===== src/lhm_pkg.sv =====
package lhm_pkg;

   localparam int unsigned LIMIT_W = 16;
   localparam int unsigned RUN_W   = 16;
   localparam int unsigned KIND_W  = 3;
   localparam int unsigned TIME_W  = 32;
   localparam int unsigned CNT_W   = 32;

   localparam logic [LIMIT_W-1:0] LIMIT_RESET = 16'd3;
   localparam logic [RUN_W-1:0]   RUN_MAX     = 16'hFFFF;

   typedef logic [KIND_W-1:0] fail_kind_type;

   localparam fail_kind_type KIND_OK      = 3'd0;
   localparam fail_kind_type KIND_TIMEOUT = 3'd1;
   localparam fail_kind_type KIND_CRC     = 3'd2;
   localparam fail_kind_type KIND_EXCEPT  = 3'd3;
   localparam fail_kind_type KIND_OTHER   = 3'd4;

   localparam logic CMD_SUCCESS = 1'b0;
   localparam logic CMD_FAILURE = 1'b1;

   typedef enum logic [1:0] {
      LINK_INIT     = 2'd0,
      LINK_ONLINE   = 2'd1,
      LINK_DEGRADED = 2'd2,
      LINK_OFFLINE  = 2'd3
   } health_state_type;

   typedef struct packed {
      health_state_type   health_state;
      logic [RUN_W-1:0]   fail_run;
      logic [CNT_W-1:0]   seq_number;
      logic               data_valid;
      logic               data_stale;
      fail_kind_type      latest_status;
      logic [TIME_W-1:0]  success_time;
      logic [CNT_W-1:0]   ok_count;
      logic [CNT_W-1:0]   timeout_count;
      logic [CNT_W-1:0]   crc_count;
      logic [CNT_W-1:0]   except_count;
      logic [CNT_W-1:0]   misc_count;
   } lhm_status_type;

   typedef struct packed {
      logic                        update;
      logic                        command;
      fail_kind_type               fail_kind;
      logic [TIME_W-1:0]           now_ms;
   } lhm_event_type;

endpackage


===== src/lhm_req_if.sv =====
interface lhm_req_if;
   logic                             valid;
   logic                             ready;
   logic                             command;
   logic [lhm_pkg::KIND_W-1:0]       fail_kind;
   logic [lhm_pkg::TIME_W-1:0]       now_ms;

   modport source (output valid, output command, output fail_kind, output now_ms,
                   input ready);
   modport sink   (input valid, input command, input fail_kind, input now_ms,
                   output ready);
endinterface


===== src/lhm_rsp_if.sv =====
interface lhm_rsp_if;
   logic                           valid;
   logic                           ready;
   logic [1:0]                     health_state;
   logic [lhm_pkg::RUN_W-1:0]      fail_run;
   logic [lhm_pkg::CNT_W-1:0]      seq_number;
   logic                           data_valid;
   logic                           data_stale;
   logic [lhm_pkg::KIND_W-1:0]     latest_status;
   logic [lhm_pkg::TIME_W-1:0]     success_time;
   logic [lhm_pkg::CNT_W-1:0]      ok_count;
   logic [lhm_pkg::CNT_W-1:0]      timeout_count;
   logic [lhm_pkg::CNT_W-1:0]      crc_count;
   logic [lhm_pkg::CNT_W-1:0]      except_count;
   logic [lhm_pkg::CNT_W-1:0]      misc_count;

   modport source (output valid, output health_state, output fail_run, output seq_number,
                   output data_valid, output data_stale, output latest_status,
                   output success_time, output ok_count, output timeout_count,
                   output crc_count, output except_count, output misc_count,
                   input ready);
   modport sink   (input valid, input health_state, input fail_run, input seq_number,
                   input data_valid, input data_stale, input latest_status,
                   input success_time, input ok_count, input timeout_count,
                   input crc_count, input except_count, input misc_count,
                   output ready);
endinterface


===== src/link_health_monitor.sv =====
// Health monitor for a polled field-bus link.
// Each beat on the req_chan channel reports one poll: success, or failure
// with a failure kind, plus the millisecond timestamp of the poll.
// For every request beat exactly one beat appears on rsp_chan, carrying the
// link state, failure run, sequence number, flags, latest status, last
// success time and the five per-kind counters as they stand after the poll.
// The request is captured in an input register; the state update is then
// computed and written into the response register when that register is
// empty or its beat is taken. One request can be accepted every cycle while
// responses are taken; the throughput is set by the combinational counter
// and compare logic between the two registers. The offline limit is written
// through csr_wr_en and csr_wr_data; the user must write it only while no
// poll is in flight, which the block itself does not enforce. It resets to
// 3, and a limit of 0 never goes offline. A synchronous reset clears all
// counters, flags and the link state (init) and empties both registers.
// When the receiver holds rsp_chan.ready low, the response register holds
// its beat, one more request may wait in the input register, and then
// req_chan.ready drops until the response is taken.
module link_health_monitor (
   input  logic                          clock,
   input  logic                          reset,
   lhm_req_if.sink                       req_chan,
   lhm_rsp_if.source                     rsp_chan,
   input  logic                          csr_wr_en,
   input  logic [lhm_pkg::LIMIT_W-1:0]   csr_wr_data
);

   logic                         in_valid_ff;
   logic                         in_cmd_ff;
   lhm_pkg::fail_kind_type       in_kind_ff;
   logic [lhm_pkg::TIME_W-1:0]   in_time_ff;
   logic                         out_valid_ff;
   lhm_pkg::lhm_status_type      out_status_ff;
   lhm_pkg::lhm_status_type      status_next;
   lhm_pkg::lhm_event_type       event_beat;
   logic                         out_free;
   logic                         advance;
   logic                         req_fire;

   assign out_free = !out_valid_ff || rsp_chan.ready;
   assign advance  = in_valid_ff && out_free;
   assign req_chan.ready = !in_valid_ff || out_free;
   assign req_fire = req_chan.valid && req_chan.ready;

   assign event_beat.update    = advance;
   assign event_beat.command   = in_cmd_ff;
   assign event_beat.fail_kind = in_kind_ff;
   assign event_beat.now_ms    = in_time_ff;

   lhm_tracker u_tracker (
      .clock       (clock),
      .reset       (reset),
      .csr_wr_en   (csr_wr_en),
      .csr_wr_data (csr_wr_data),
      .event_beat  (event_beat),
      .status_next (status_next)
   );

   always_ff @(posedge clock) begin
      if (reset) begin
         in_valid_ff  <= 1'b0;
         out_valid_ff <= 1'b0;
      end else begin
         if (req_chan.ready) begin
            in_valid_ff <= req_chan.valid;
         end
         if (out_free) begin
            out_valid_ff <= in_valid_ff;
         end
      end
   end

   always_ff @(posedge clock) begin
      if (req_fire) begin
         in_cmd_ff  <= req_chan.command;
         in_kind_ff <= req_chan.fail_kind;
         in_time_ff <= req_chan.now_ms;
      end
      if (advance) begin
         out_status_ff <= status_next;
      end
   end

   assign rsp_chan.valid         = out_valid_ff;
   assign rsp_chan.health_state  = out_status_ff.health_state;
   assign rsp_chan.fail_run      = out_status_ff.fail_run;
   assign rsp_chan.seq_number    = out_status_ff.seq_number;
   assign rsp_chan.data_valid    = out_status_ff.data_valid;
   assign rsp_chan.data_stale    = out_status_ff.data_stale;
   assign rsp_chan.latest_status = out_status_ff.latest_status;
   assign rsp_chan.success_time  = out_status_ff.success_time;
   assign rsp_chan.ok_count      = out_status_ff.ok_count;
   assign rsp_chan.timeout_count = out_status_ff.timeout_count;
   assign rsp_chan.crc_count     = out_status_ff.crc_count;
   assign rsp_chan.except_count  = out_status_ff.except_count;
   assign rsp_chan.misc_count    = out_status_ff.misc_count;

endmodule


===== src/lhm_tracker.sv =====
module lhm_tracker (
   input  logic                               clock,
   input  logic                               reset,
   input  logic                               csr_wr_en,
   input  logic [lhm_pkg::LIMIT_W-1:0]        csr_wr_data,
   input  lhm_pkg::lhm_event_type             event_beat,
   output lhm_pkg::lhm_status_type            status_next
);

   localparam int unsigned SLOTS = 5;

   logic [lhm_pkg::LIMIT_W-1:0]  limit_ff;
   lhm_pkg::health_state_type    mode_ff, mode_in;
   logic [lhm_pkg::RUN_W-1:0]    run_ff, run_in;
   logic [lhm_pkg::CNT_W-1:0]    seq_ff, seq_in;
   logic                         valid_ff, valid_in;
   logic                         stale_ff, stale_in;
   lhm_pkg::fail_kind_type       status_ff, status_in;
   logic [lhm_pkg::TIME_W-1:0]   ok_time_ff, ok_time_in;
   logic [lhm_pkg::CNT_W-1:0]    cnt_ff [SLOTS];
   logic [lhm_pkg::CNT_W-1:0]    cnt_in [SLOTS];
   logic [SLOTS-1:0]             hit;

   always_comb begin
      hit = '0;
      if (event_beat.command == lhm_pkg::CMD_SUCCESS) begin
         hit[0] = 1'b1;
      end else begin
         case (event_beat.fail_kind)
            lhm_pkg::KIND_TIMEOUT: hit[1] = 1'b1;
            lhm_pkg::KIND_CRC:     hit[2] = 1'b1;
            lhm_pkg::KIND_EXCEPT:  hit[3] = 1'b1;
            default:               hit[4] = 1'b1;
         endcase
      end
      for (int i = 0; i < SLOTS; i++) begin
         cnt_in[i] = cnt_ff[i] + {{(lhm_pkg::CNT_W-1){1'b0}}, hit[i]};
      end
   end

   always_comb begin
      mode_in    = mode_ff;
      run_in     = run_ff;
      seq_in     = seq_ff;
      valid_in   = valid_ff;
      stale_in   = stale_ff;
      status_in  = status_ff;
      ok_time_in = ok_time_ff;
      if (event_beat.command == lhm_pkg::CMD_SUCCESS) begin
         seq_in     = seq_ff + {{(lhm_pkg::CNT_W-1){1'b0}}, 1'b1};
         ok_time_in = event_beat.now_ms;
         valid_in   = 1'b1;
         stale_in   = 1'b0;
         status_in  = lhm_pkg::KIND_OK;
         mode_in    = lhm_pkg::LINK_ONLINE;
         run_in     = '0;
      end else begin
         status_in = event_beat.fail_kind;
         stale_in  = 1'b1;
         if (run_ff != lhm_pkg::RUN_MAX) begin
            run_in = run_ff + {{(lhm_pkg::RUN_W-1){1'b0}}, 1'b1};
         end
         if (limit_ff != '0 && run_in >= limit_ff) begin
            mode_in = lhm_pkg::LINK_OFFLINE;
         end else begin
            mode_in = lhm_pkg::LINK_DEGRADED;
         end
      end
   end

   always_ff @(posedge clock) begin
      if (reset) begin
         limit_ff   <= lhm_pkg::LIMIT_RESET;
         mode_ff    <= lhm_pkg::LINK_INIT;
         run_ff     <= '0;
         seq_ff     <= '0;
         valid_ff   <= 1'b0;
         stale_ff   <= 1'b0;
         status_ff  <= lhm_pkg::KIND_OK;
         ok_time_ff <= '0;
         for (int i = 0; i < SLOTS; i++) begin
            cnt_ff[i] <= '0;
         end
      end else begin
         if (csr_wr_en) begin
            limit_ff <= csr_wr_data;
         end
         if (event_beat.update) begin
            mode_ff    <= mode_in;
            run_ff     <= run_in;
            seq_ff     <= seq_in;
            valid_ff   <= valid_in;
            stale_ff   <= stale_in;
            status_ff  <= status_in;
            ok_time_ff <= ok_time_in;
            for (int i = 0; i < SLOTS; i++) begin
               cnt_ff[i] <= cnt_in[i];
            end
         end
      end
   end

   always_comb begin
      status_next.health_state  = mode_in;
      status_next.fail_run      = run_in;
      status_next.seq_number    = seq_in;
      status_next.data_valid    = valid_in;
      status_next.data_stale    = stale_in;
      status_next.latest_status = status_in;
      status_next.success_time  = ok_time_in;
      status_next.ok_count      = cnt_in[0];
      status_next.timeout_count = cnt_in[1];
      status_next.crc_count     = cnt_in[2];
      status_next.except_count  = cnt_in[3];
      status_next.misc_count    = cnt_in[4];
   end

endmodule

===== src/flat_wrapper.sv =====
// flat-port wrapper written by rule: the top's interface ports become plain ports
module link_health_monitor_flat 
  (clock, reset, csr_wr_en, csr_wr_data, req_chan_valid, req_chan_command, req_chan_fail_kind, req_chan_now_ms, req_chan_ready, rsp_chan_valid, rsp_chan_health_state, rsp_chan_fail_run, rsp_chan_seq_number, rsp_chan_data_valid, rsp_chan_data_stale, rsp_chan_latest_status, rsp_chan_success_time, rsp_chan_ok_count, rsp_chan_timeout_count, rsp_chan_crc_count, rsp_chan_except_count, rsp_chan_misc_count, rsp_chan_ready);
  lhm_req_if req_chan_i ();
  lhm_rsp_if rsp_chan_i ();
  input  logic clock;
  input  logic reset;
  input  logic csr_wr_en;
  input  logic [lhm_pkg::LIMIT_W-1:0] csr_wr_data;
  input wire logic [$bits(req_chan_i.valid)-1:0] req_chan_valid;
  input wire logic [$bits(req_chan_i.command)-1:0] req_chan_command;
  input wire logic [$bits(req_chan_i.fail_kind)-1:0] req_chan_fail_kind;
  input wire logic [$bits(req_chan_i.now_ms)-1:0] req_chan_now_ms;
  output wire logic [$bits(req_chan_i.ready)-1:0] req_chan_ready;
  output wire logic [$bits(rsp_chan_i.valid)-1:0] rsp_chan_valid;
  output wire logic [$bits(rsp_chan_i.health_state)-1:0] rsp_chan_health_state;
  output wire logic [$bits(rsp_chan_i.fail_run)-1:0] rsp_chan_fail_run;
  output wire logic [$bits(rsp_chan_i.seq_number)-1:0] rsp_chan_seq_number;
  output wire logic [$bits(rsp_chan_i.data_valid)-1:0] rsp_chan_data_valid;
  output wire logic [$bits(rsp_chan_i.data_stale)-1:0] rsp_chan_data_stale;
  output wire logic [$bits(rsp_chan_i.latest_status)-1:0] rsp_chan_latest_status;
  output wire logic [$bits(rsp_chan_i.success_time)-1:0] rsp_chan_success_time;
  output wire logic [$bits(rsp_chan_i.ok_count)-1:0] rsp_chan_ok_count;
  output wire logic [$bits(rsp_chan_i.timeout_count)-1:0] rsp_chan_timeout_count;
  output wire logic [$bits(rsp_chan_i.crc_count)-1:0] rsp_chan_crc_count;
  output wire logic [$bits(rsp_chan_i.except_count)-1:0] rsp_chan_except_count;
  output wire logic [$bits(rsp_chan_i.misc_count)-1:0] rsp_chan_misc_count;
  input wire logic [$bits(rsp_chan_i.ready)-1:0] rsp_chan_ready;
  assign req_chan_i.valid = req_chan_valid;
  assign req_chan_i.command = req_chan_command;
  assign req_chan_i.fail_kind = req_chan_fail_kind;
  assign req_chan_i.now_ms = req_chan_now_ms;
  assign req_chan_ready = req_chan_i.ready;
  assign rsp_chan_valid = rsp_chan_i.valid;
  assign rsp_chan_health_state = rsp_chan_i.health_state;
  assign rsp_chan_fail_run = rsp_chan_i.fail_run;
  assign rsp_chan_seq_number = rsp_chan_i.seq_number;
  assign rsp_chan_data_valid = rsp_chan_i.data_valid;
  assign rsp_chan_data_stale = rsp_chan_i.data_stale;
  assign rsp_chan_latest_status = rsp_chan_i.latest_status;
  assign rsp_chan_success_time = rsp_chan_i.success_time;
  assign rsp_chan_ok_count = rsp_chan_i.ok_count;
  assign rsp_chan_timeout_count = rsp_chan_i.timeout_count;
  assign rsp_chan_crc_count = rsp_chan_i.crc_count;
  assign rsp_chan_except_count = rsp_chan_i.except_count;
  assign rsp_chan_misc_count = rsp_chan_i.misc_count;
  assign rsp_chan_i.ready = rsp_chan_ready;
  link_health_monitor u_core (.clock(clock), .reset(reset), .req_chan(req_chan_i), .rsp_chan(rsp_chan_i), .csr_wr_en(csr_wr_en), .csr_wr_data(csr_wr_data));
endmodule

===== config.mk =====
export PLATFORM = sky130hd
export DESIGN_NAME = link_health_monitor_flat
export DESIGN_NICKNAME = d
export VERILOG_FILES = /design/src/lhm_pkg.sv /design/src/lhm_req_if.sv /design/src/lhm_rsp_if.sv /design/src/link_health_monitor.sv /design/src/lhm_tracker.sv /design/src/flat_wrapper.sv
export SDC_FILE = /design/constraint.sdc
export NUM_CORES = 1
export LEC_CHECK = 0
export BUFFER_PORTS_ARGS = -buffer_cell sky130_fd_sc_hd__buf_2
export CAP_MARGIN = 0
export CORE_MARGIN = 4
export CORE_UTILIZATION = 45
export DETAILED_ROUTE_END_ITERATION = 8
export PLACE_DENSITY = 0.7
export RECOVER_POWER = 50
export SYNTH_ARGS = -nofsm -noshare
export SYNTH_HDL_FRONTEND = slang
export SYNTH_SLANG_ARGS = --single-unit

===== constraint.sdc =====
create_clock -name clock -period 8.4 [get_ports clock]
set_input_delay 0.84 -clock clock [delete_from_list [all_inputs] [get_ports clock]]
set_output_delay 0.84 -clock clock [all_outputs]
set_load 0.01 [all_outputs]

==> results.cfg <==
[power_and_ir_drop]
power.ir.vdd_worst_mv = 0.151
static-leakage-power_nw = 9.61
power.density_nw_per_um2 = 225
finalPower_w = 0.00609

[timing]
finalSetupViolCount = 0
worst_slew_margin_rel_pct = -99.2
setup_ws_ps = 3380
hold_viol = 0
post-route-min-period_ps = 5020
maxClockFrequency_mhz = 199
post-route-period-util_pct = 59.8
rsz0062_at_grt = no
fin_worst_skew_ps = 17.4
pin_slew_with_the_least_headroom_to_its_limit_ps = 2990
fin_setup_tns_ps = 0
timing_max_transition_violations_final = 155

[layout]
layout_common_cells = sky130_fd_sc_hd__edfxtp_1, sky130_fd_sc_hd__clkbuf_1, sky130_fd_sc_hd__nor2_1
fillerInstances = 4443
final_layout_size_suffix_gt1_share_pct = 7.94
post_layout_nonfiller_instances = 2838
design_area_sq_um = 27000
design.final.nets = 2192
mostFrequentLayoutCell = sky130_fd_sc_hd__edfxtp_1
syn_to_final_growth_pct = 16.2

[route]
drtAntennaViolNets = 0
detail_route.first_pass.iterations = 5
detailroute.wirelength.met2_um = 24100
top_layer_used_by_detailed_routing = met4
wl_met3_um = 4120
routed_wirelength_um = 52000
post_drt_via_cell_ratio = 5.25
post_drt_wl_per_cell_um = 18.3
met1Wirelength_um = 22600
initial_drc_count = 854
drc_errors = 0
routed-via-count = 14896

[yosys]
ys_warn_count = 0
register_bit_total_from_synthesis = 542
synthFlopType = sky130_fd_sc_hd__edfxtp_1
synth_seq_area_share_pct = 65.7
async_flop_share_pct = 0
synthesis.instances = 1802
synth.avg_cell_area_sq_um = 12.9
synth.distinct_cells = 58
synth_edf_count = 443
syn-cell-area_sq_um = 23300
synthesis.nets = 1887

[critical_path]
cp.required_ps = 8630
critPathArrivalTime_ps = 5250
rr_endpoint = u_core.u_tracker.cnt_ff[0][138]
startpoint_type = primary input
critPathCaptureType = register
worst-r2r-cell-count = 7
critPathMaxFanout = 132
worst_r2r_startpoint = u_core.rsp_chan.valid
worstSetupPathType = primary input to register
timing.critical_path.from = rsp_chan_ready
regToRegSetupSlack_ps = 3500

[min_path]
hold_startpoint = req_chan_now_ms[8]
min-delay-path-class = primary input to register
hold-path-cell-count = 1
hold_path_end = u_core.in_time_ff[8]

[placement]
placed_cell_area_sq_um = 25500
post-dp-hpwl_um = 34800
io_buffers = 305
post-place-cells = 2728
post_place_setup_slack_ps = 3510
finalWeightedCongestion = 0.840

[die]
chip_height_um = 235
placement_rows = 83
design.die.area_sq_um = 55400
die_x_um = 235
number_of_ports_placed_on_the_die_boundary = 306
starting_density_of_the_core_pct = 45.4
core-area_sq_um = 51200

[clock_network]
post_cts.resized_instances = 0
cts_tree = yes
holdBufCountCts = 0
numCtsBuffers = 57
cts-htree-levels = 2
clk_latency_ps = 610
clkTransAtPathRegs_ps = 60
tritoncts_num_sinks = 542
clk_path_buf_depth = 3
cts_setup_buffers = 0
clock-root-buffer = sky130_fd_sc_hd__clkbuf_16

[grt]
grt_first_pass_wirelength_um = 81500
maximum_number_of_pins_on_one_net_before_global_route_repair = 172
gr-usage-all-layers_pct = 18.1
initial_antenna_violation_count = 3
grt.overflow.total = 0
grt_pass1_vias = 14712

[run_status]
violations = capacitance limit, slew limit
outcome = complete, but fails checks

[run]
maxCapViolations = 5
[cell type report]
| class | instances | area [sq um] | share of cell area (%) |
|---|---|---|---|
| diodes | 4 | 10.0 | 0.0370 |
| multi-input cells | 1154 | 7490 | 27.7 |
| clock inverters | 34 | 417 | 1.54 |
| flip-flops and latches | 542 | 15300 | 56.6 |
| repair buffers | 316 | 1290 | 4.77 |
| inverters | 36 | 148 | 0.546 |
| clock buffers | 72 | 1520 | 5.64 |
| well taps | 680 | 851 | 3.15 |
[power by group]
part / leakage [nW] / internal (W) / switching, W
logic: 3.47 / 0.000108 / 0.000220
clock network: 0.944 / 0.00156 / 0.00104
registers: 5.20 / 0.00307 / 0.0000891
[flip-flops by register name, summed over array words and instances, names as in the netlist, 32 cells and up]
signal / flops
u_core.rsp_chan.timeout_count: 32
u_core.u_tracker.seq_ff: 32
u_core.in_time_ff: 32
u_core.u_tracker.ok_time_ff: 32
u_core.rsp_chan.success_time: 32
u_core.rsp_chan.except_count: 32
u_core.rsp_chan.ok_count: 32
u_core.rsp_chan.seq_number: 32
u_core.u_tracker.cnt_ff: 160
u_core.rsp_chan.misc_count: 32
u_core.rsp_chan.crc_count: 32
[critical path, stage by stage]
cell                       delay (ps)
sky130_fd_sc_hd__clkbuf_1         140
sky130_fd_sc_hd__nand2b_1         120
sky130_fd_sc_hd__clkbuf_1         700
sky130_fd_sc_hd__nand2_1          330
sky130_fd_sc_hd__inv_8            630
sky130_fd_sc_hd__nor2_1           480
sky130_fd_sc_hd__inv_6            720
sky130_fd_sc_hd__buf_4            890
[logic make-up (layout without fill, tap and decap cells)]
logic type	after synthesis	count (layout)	share of synthesized area, %
other	0	4	0
muxes	55	55	2.56
DFF	542	542	65.7
buffers and inverters	106	458	1.78
and+or+nand+nor	789	789	18.5
xor gates and xnor gates	215	215	8.10
AOI/OAI and AO/OA	67	67	1.86
adders and majority gates	28	28	1.51
[cells in the mapped netlist, types with 2 or more instances]
master	n	area (sq um)
sky130_fd_sc_hd__o211ai_1	3	22.5
sky130_fd_sc_hd__and3_1	47	294
sky130_fd_sc_hd__nand3_1	96	480
sky130_fd_sc_hd__nor4_1	14	87.6
sky130_fd_sc_hd__mux2_2	36	405
sky130_fd_sc_hd__nand4_2	3	37.5
sky130_fd_sc_hd__mux2i_1	19	190
sky130_fd_sc_hd__nor2_1	173	649
sky130_fd_sc_hd__xor2_1	81	709
sky130_fd_sc_hd__o31ai_1	3	22.5
sky130_fd_sc_hd__and2_1	166	1040
sky130_fd_sc_hd__nand2b_1	5	31.3
sky130_fd_sc_hd__xnor2_1	134	1170
sky130_fd_sc_hd__nand4_1	71	444
sky130_fd_sc_hd__clkbuf_2	4	20.0
sky130_fd_sc_hd__clkbuf_1	48	180
sky130_fd_sc_hd__buf_1	10	37.5
sky130_fd_sc_hd__o21ai_0	11	55.1
sky130_fd_sc_hd__or2_2	3	18.8
sky130_fd_sc_hd__dfxtp_1	99	1980
sky130_fd_sc_hd__a31oi_1	3	18.8
sky130_fd_sc_hd__nor3b_1	4	30.0
sky130_fd_sc_hd__or3_1	6	37.5
sky130_fd_sc_hd__ha_1	28	350
sky130_fd_sc_hd__nor4_2	7	87.6
sky130_fd_sc_hd__buf_2	8	40.0
sky130_fd_sc_hd__a22o_1	4	35.0
sky130_fd_sc_hd__nor3_1	61	305
sky130_fd_sc_hd__a211oi_1	6	45.0
sky130_fd_sc_hd__or4_1	7	52.6
sky130_fd_sc_hd__and4_1	11	96.3
sky130_fd_sc_hd__nor4_4	5	106
sky130_fd_sc_hd__nand2_1	95	357
sky130_fd_sc_hd__a41oi_1	2	17.5
sky130_fd_sc_hd__edfxtp_1	443	13300
sky130_fd_sc_hd__clkinv_1	2	7.51
sky130_fd_sc_hd__a21oi_1	24	120
sky130_fd_sc_hd__a21o_1	3	22.5
sky130_fd_sc_hd__inv_1	34	128
sky130_fd_sc_hd__nor2b_1	5	31.3
[worst max-delay path by stage]
stage / endpoint / slack [ps]
finish: u_core.u_tracker.cnt_ff[0][138] / 3380
global route: u_core.u_tracker.cnt_ff[0][118] / 3150
CTS: u_core.u_tracker.cnt_ff[0][17] / 4170
detailed placement: u_core.u_tracker.cnt_ff[0][143] / 3510
global placement: u_core.u_tracker.cnt_ff[0][117] / 3650
floorplan: u_core.rsp_chan.crc_count[0] / 310
[through the flow]
stage	utilization, %	hold WS [ps]
2_1_floorplan	-	431
3_3_place_gp	49.7	450
3_5_place_dp	49.7	460
4_1_cts	53.5	356
5_1_grt	52.8	365
6_report	52.8	404
[layer usage]
metal | vias up | GRT usage (%)
met5 | - | 0
met4 | 0 | 4.79
met3 | 86 | 5.66
met2 | 476 | 29.2
met1 | 7205 | 24.0
li1 | 7129 | -
Power figures use the tool's default switching activity.
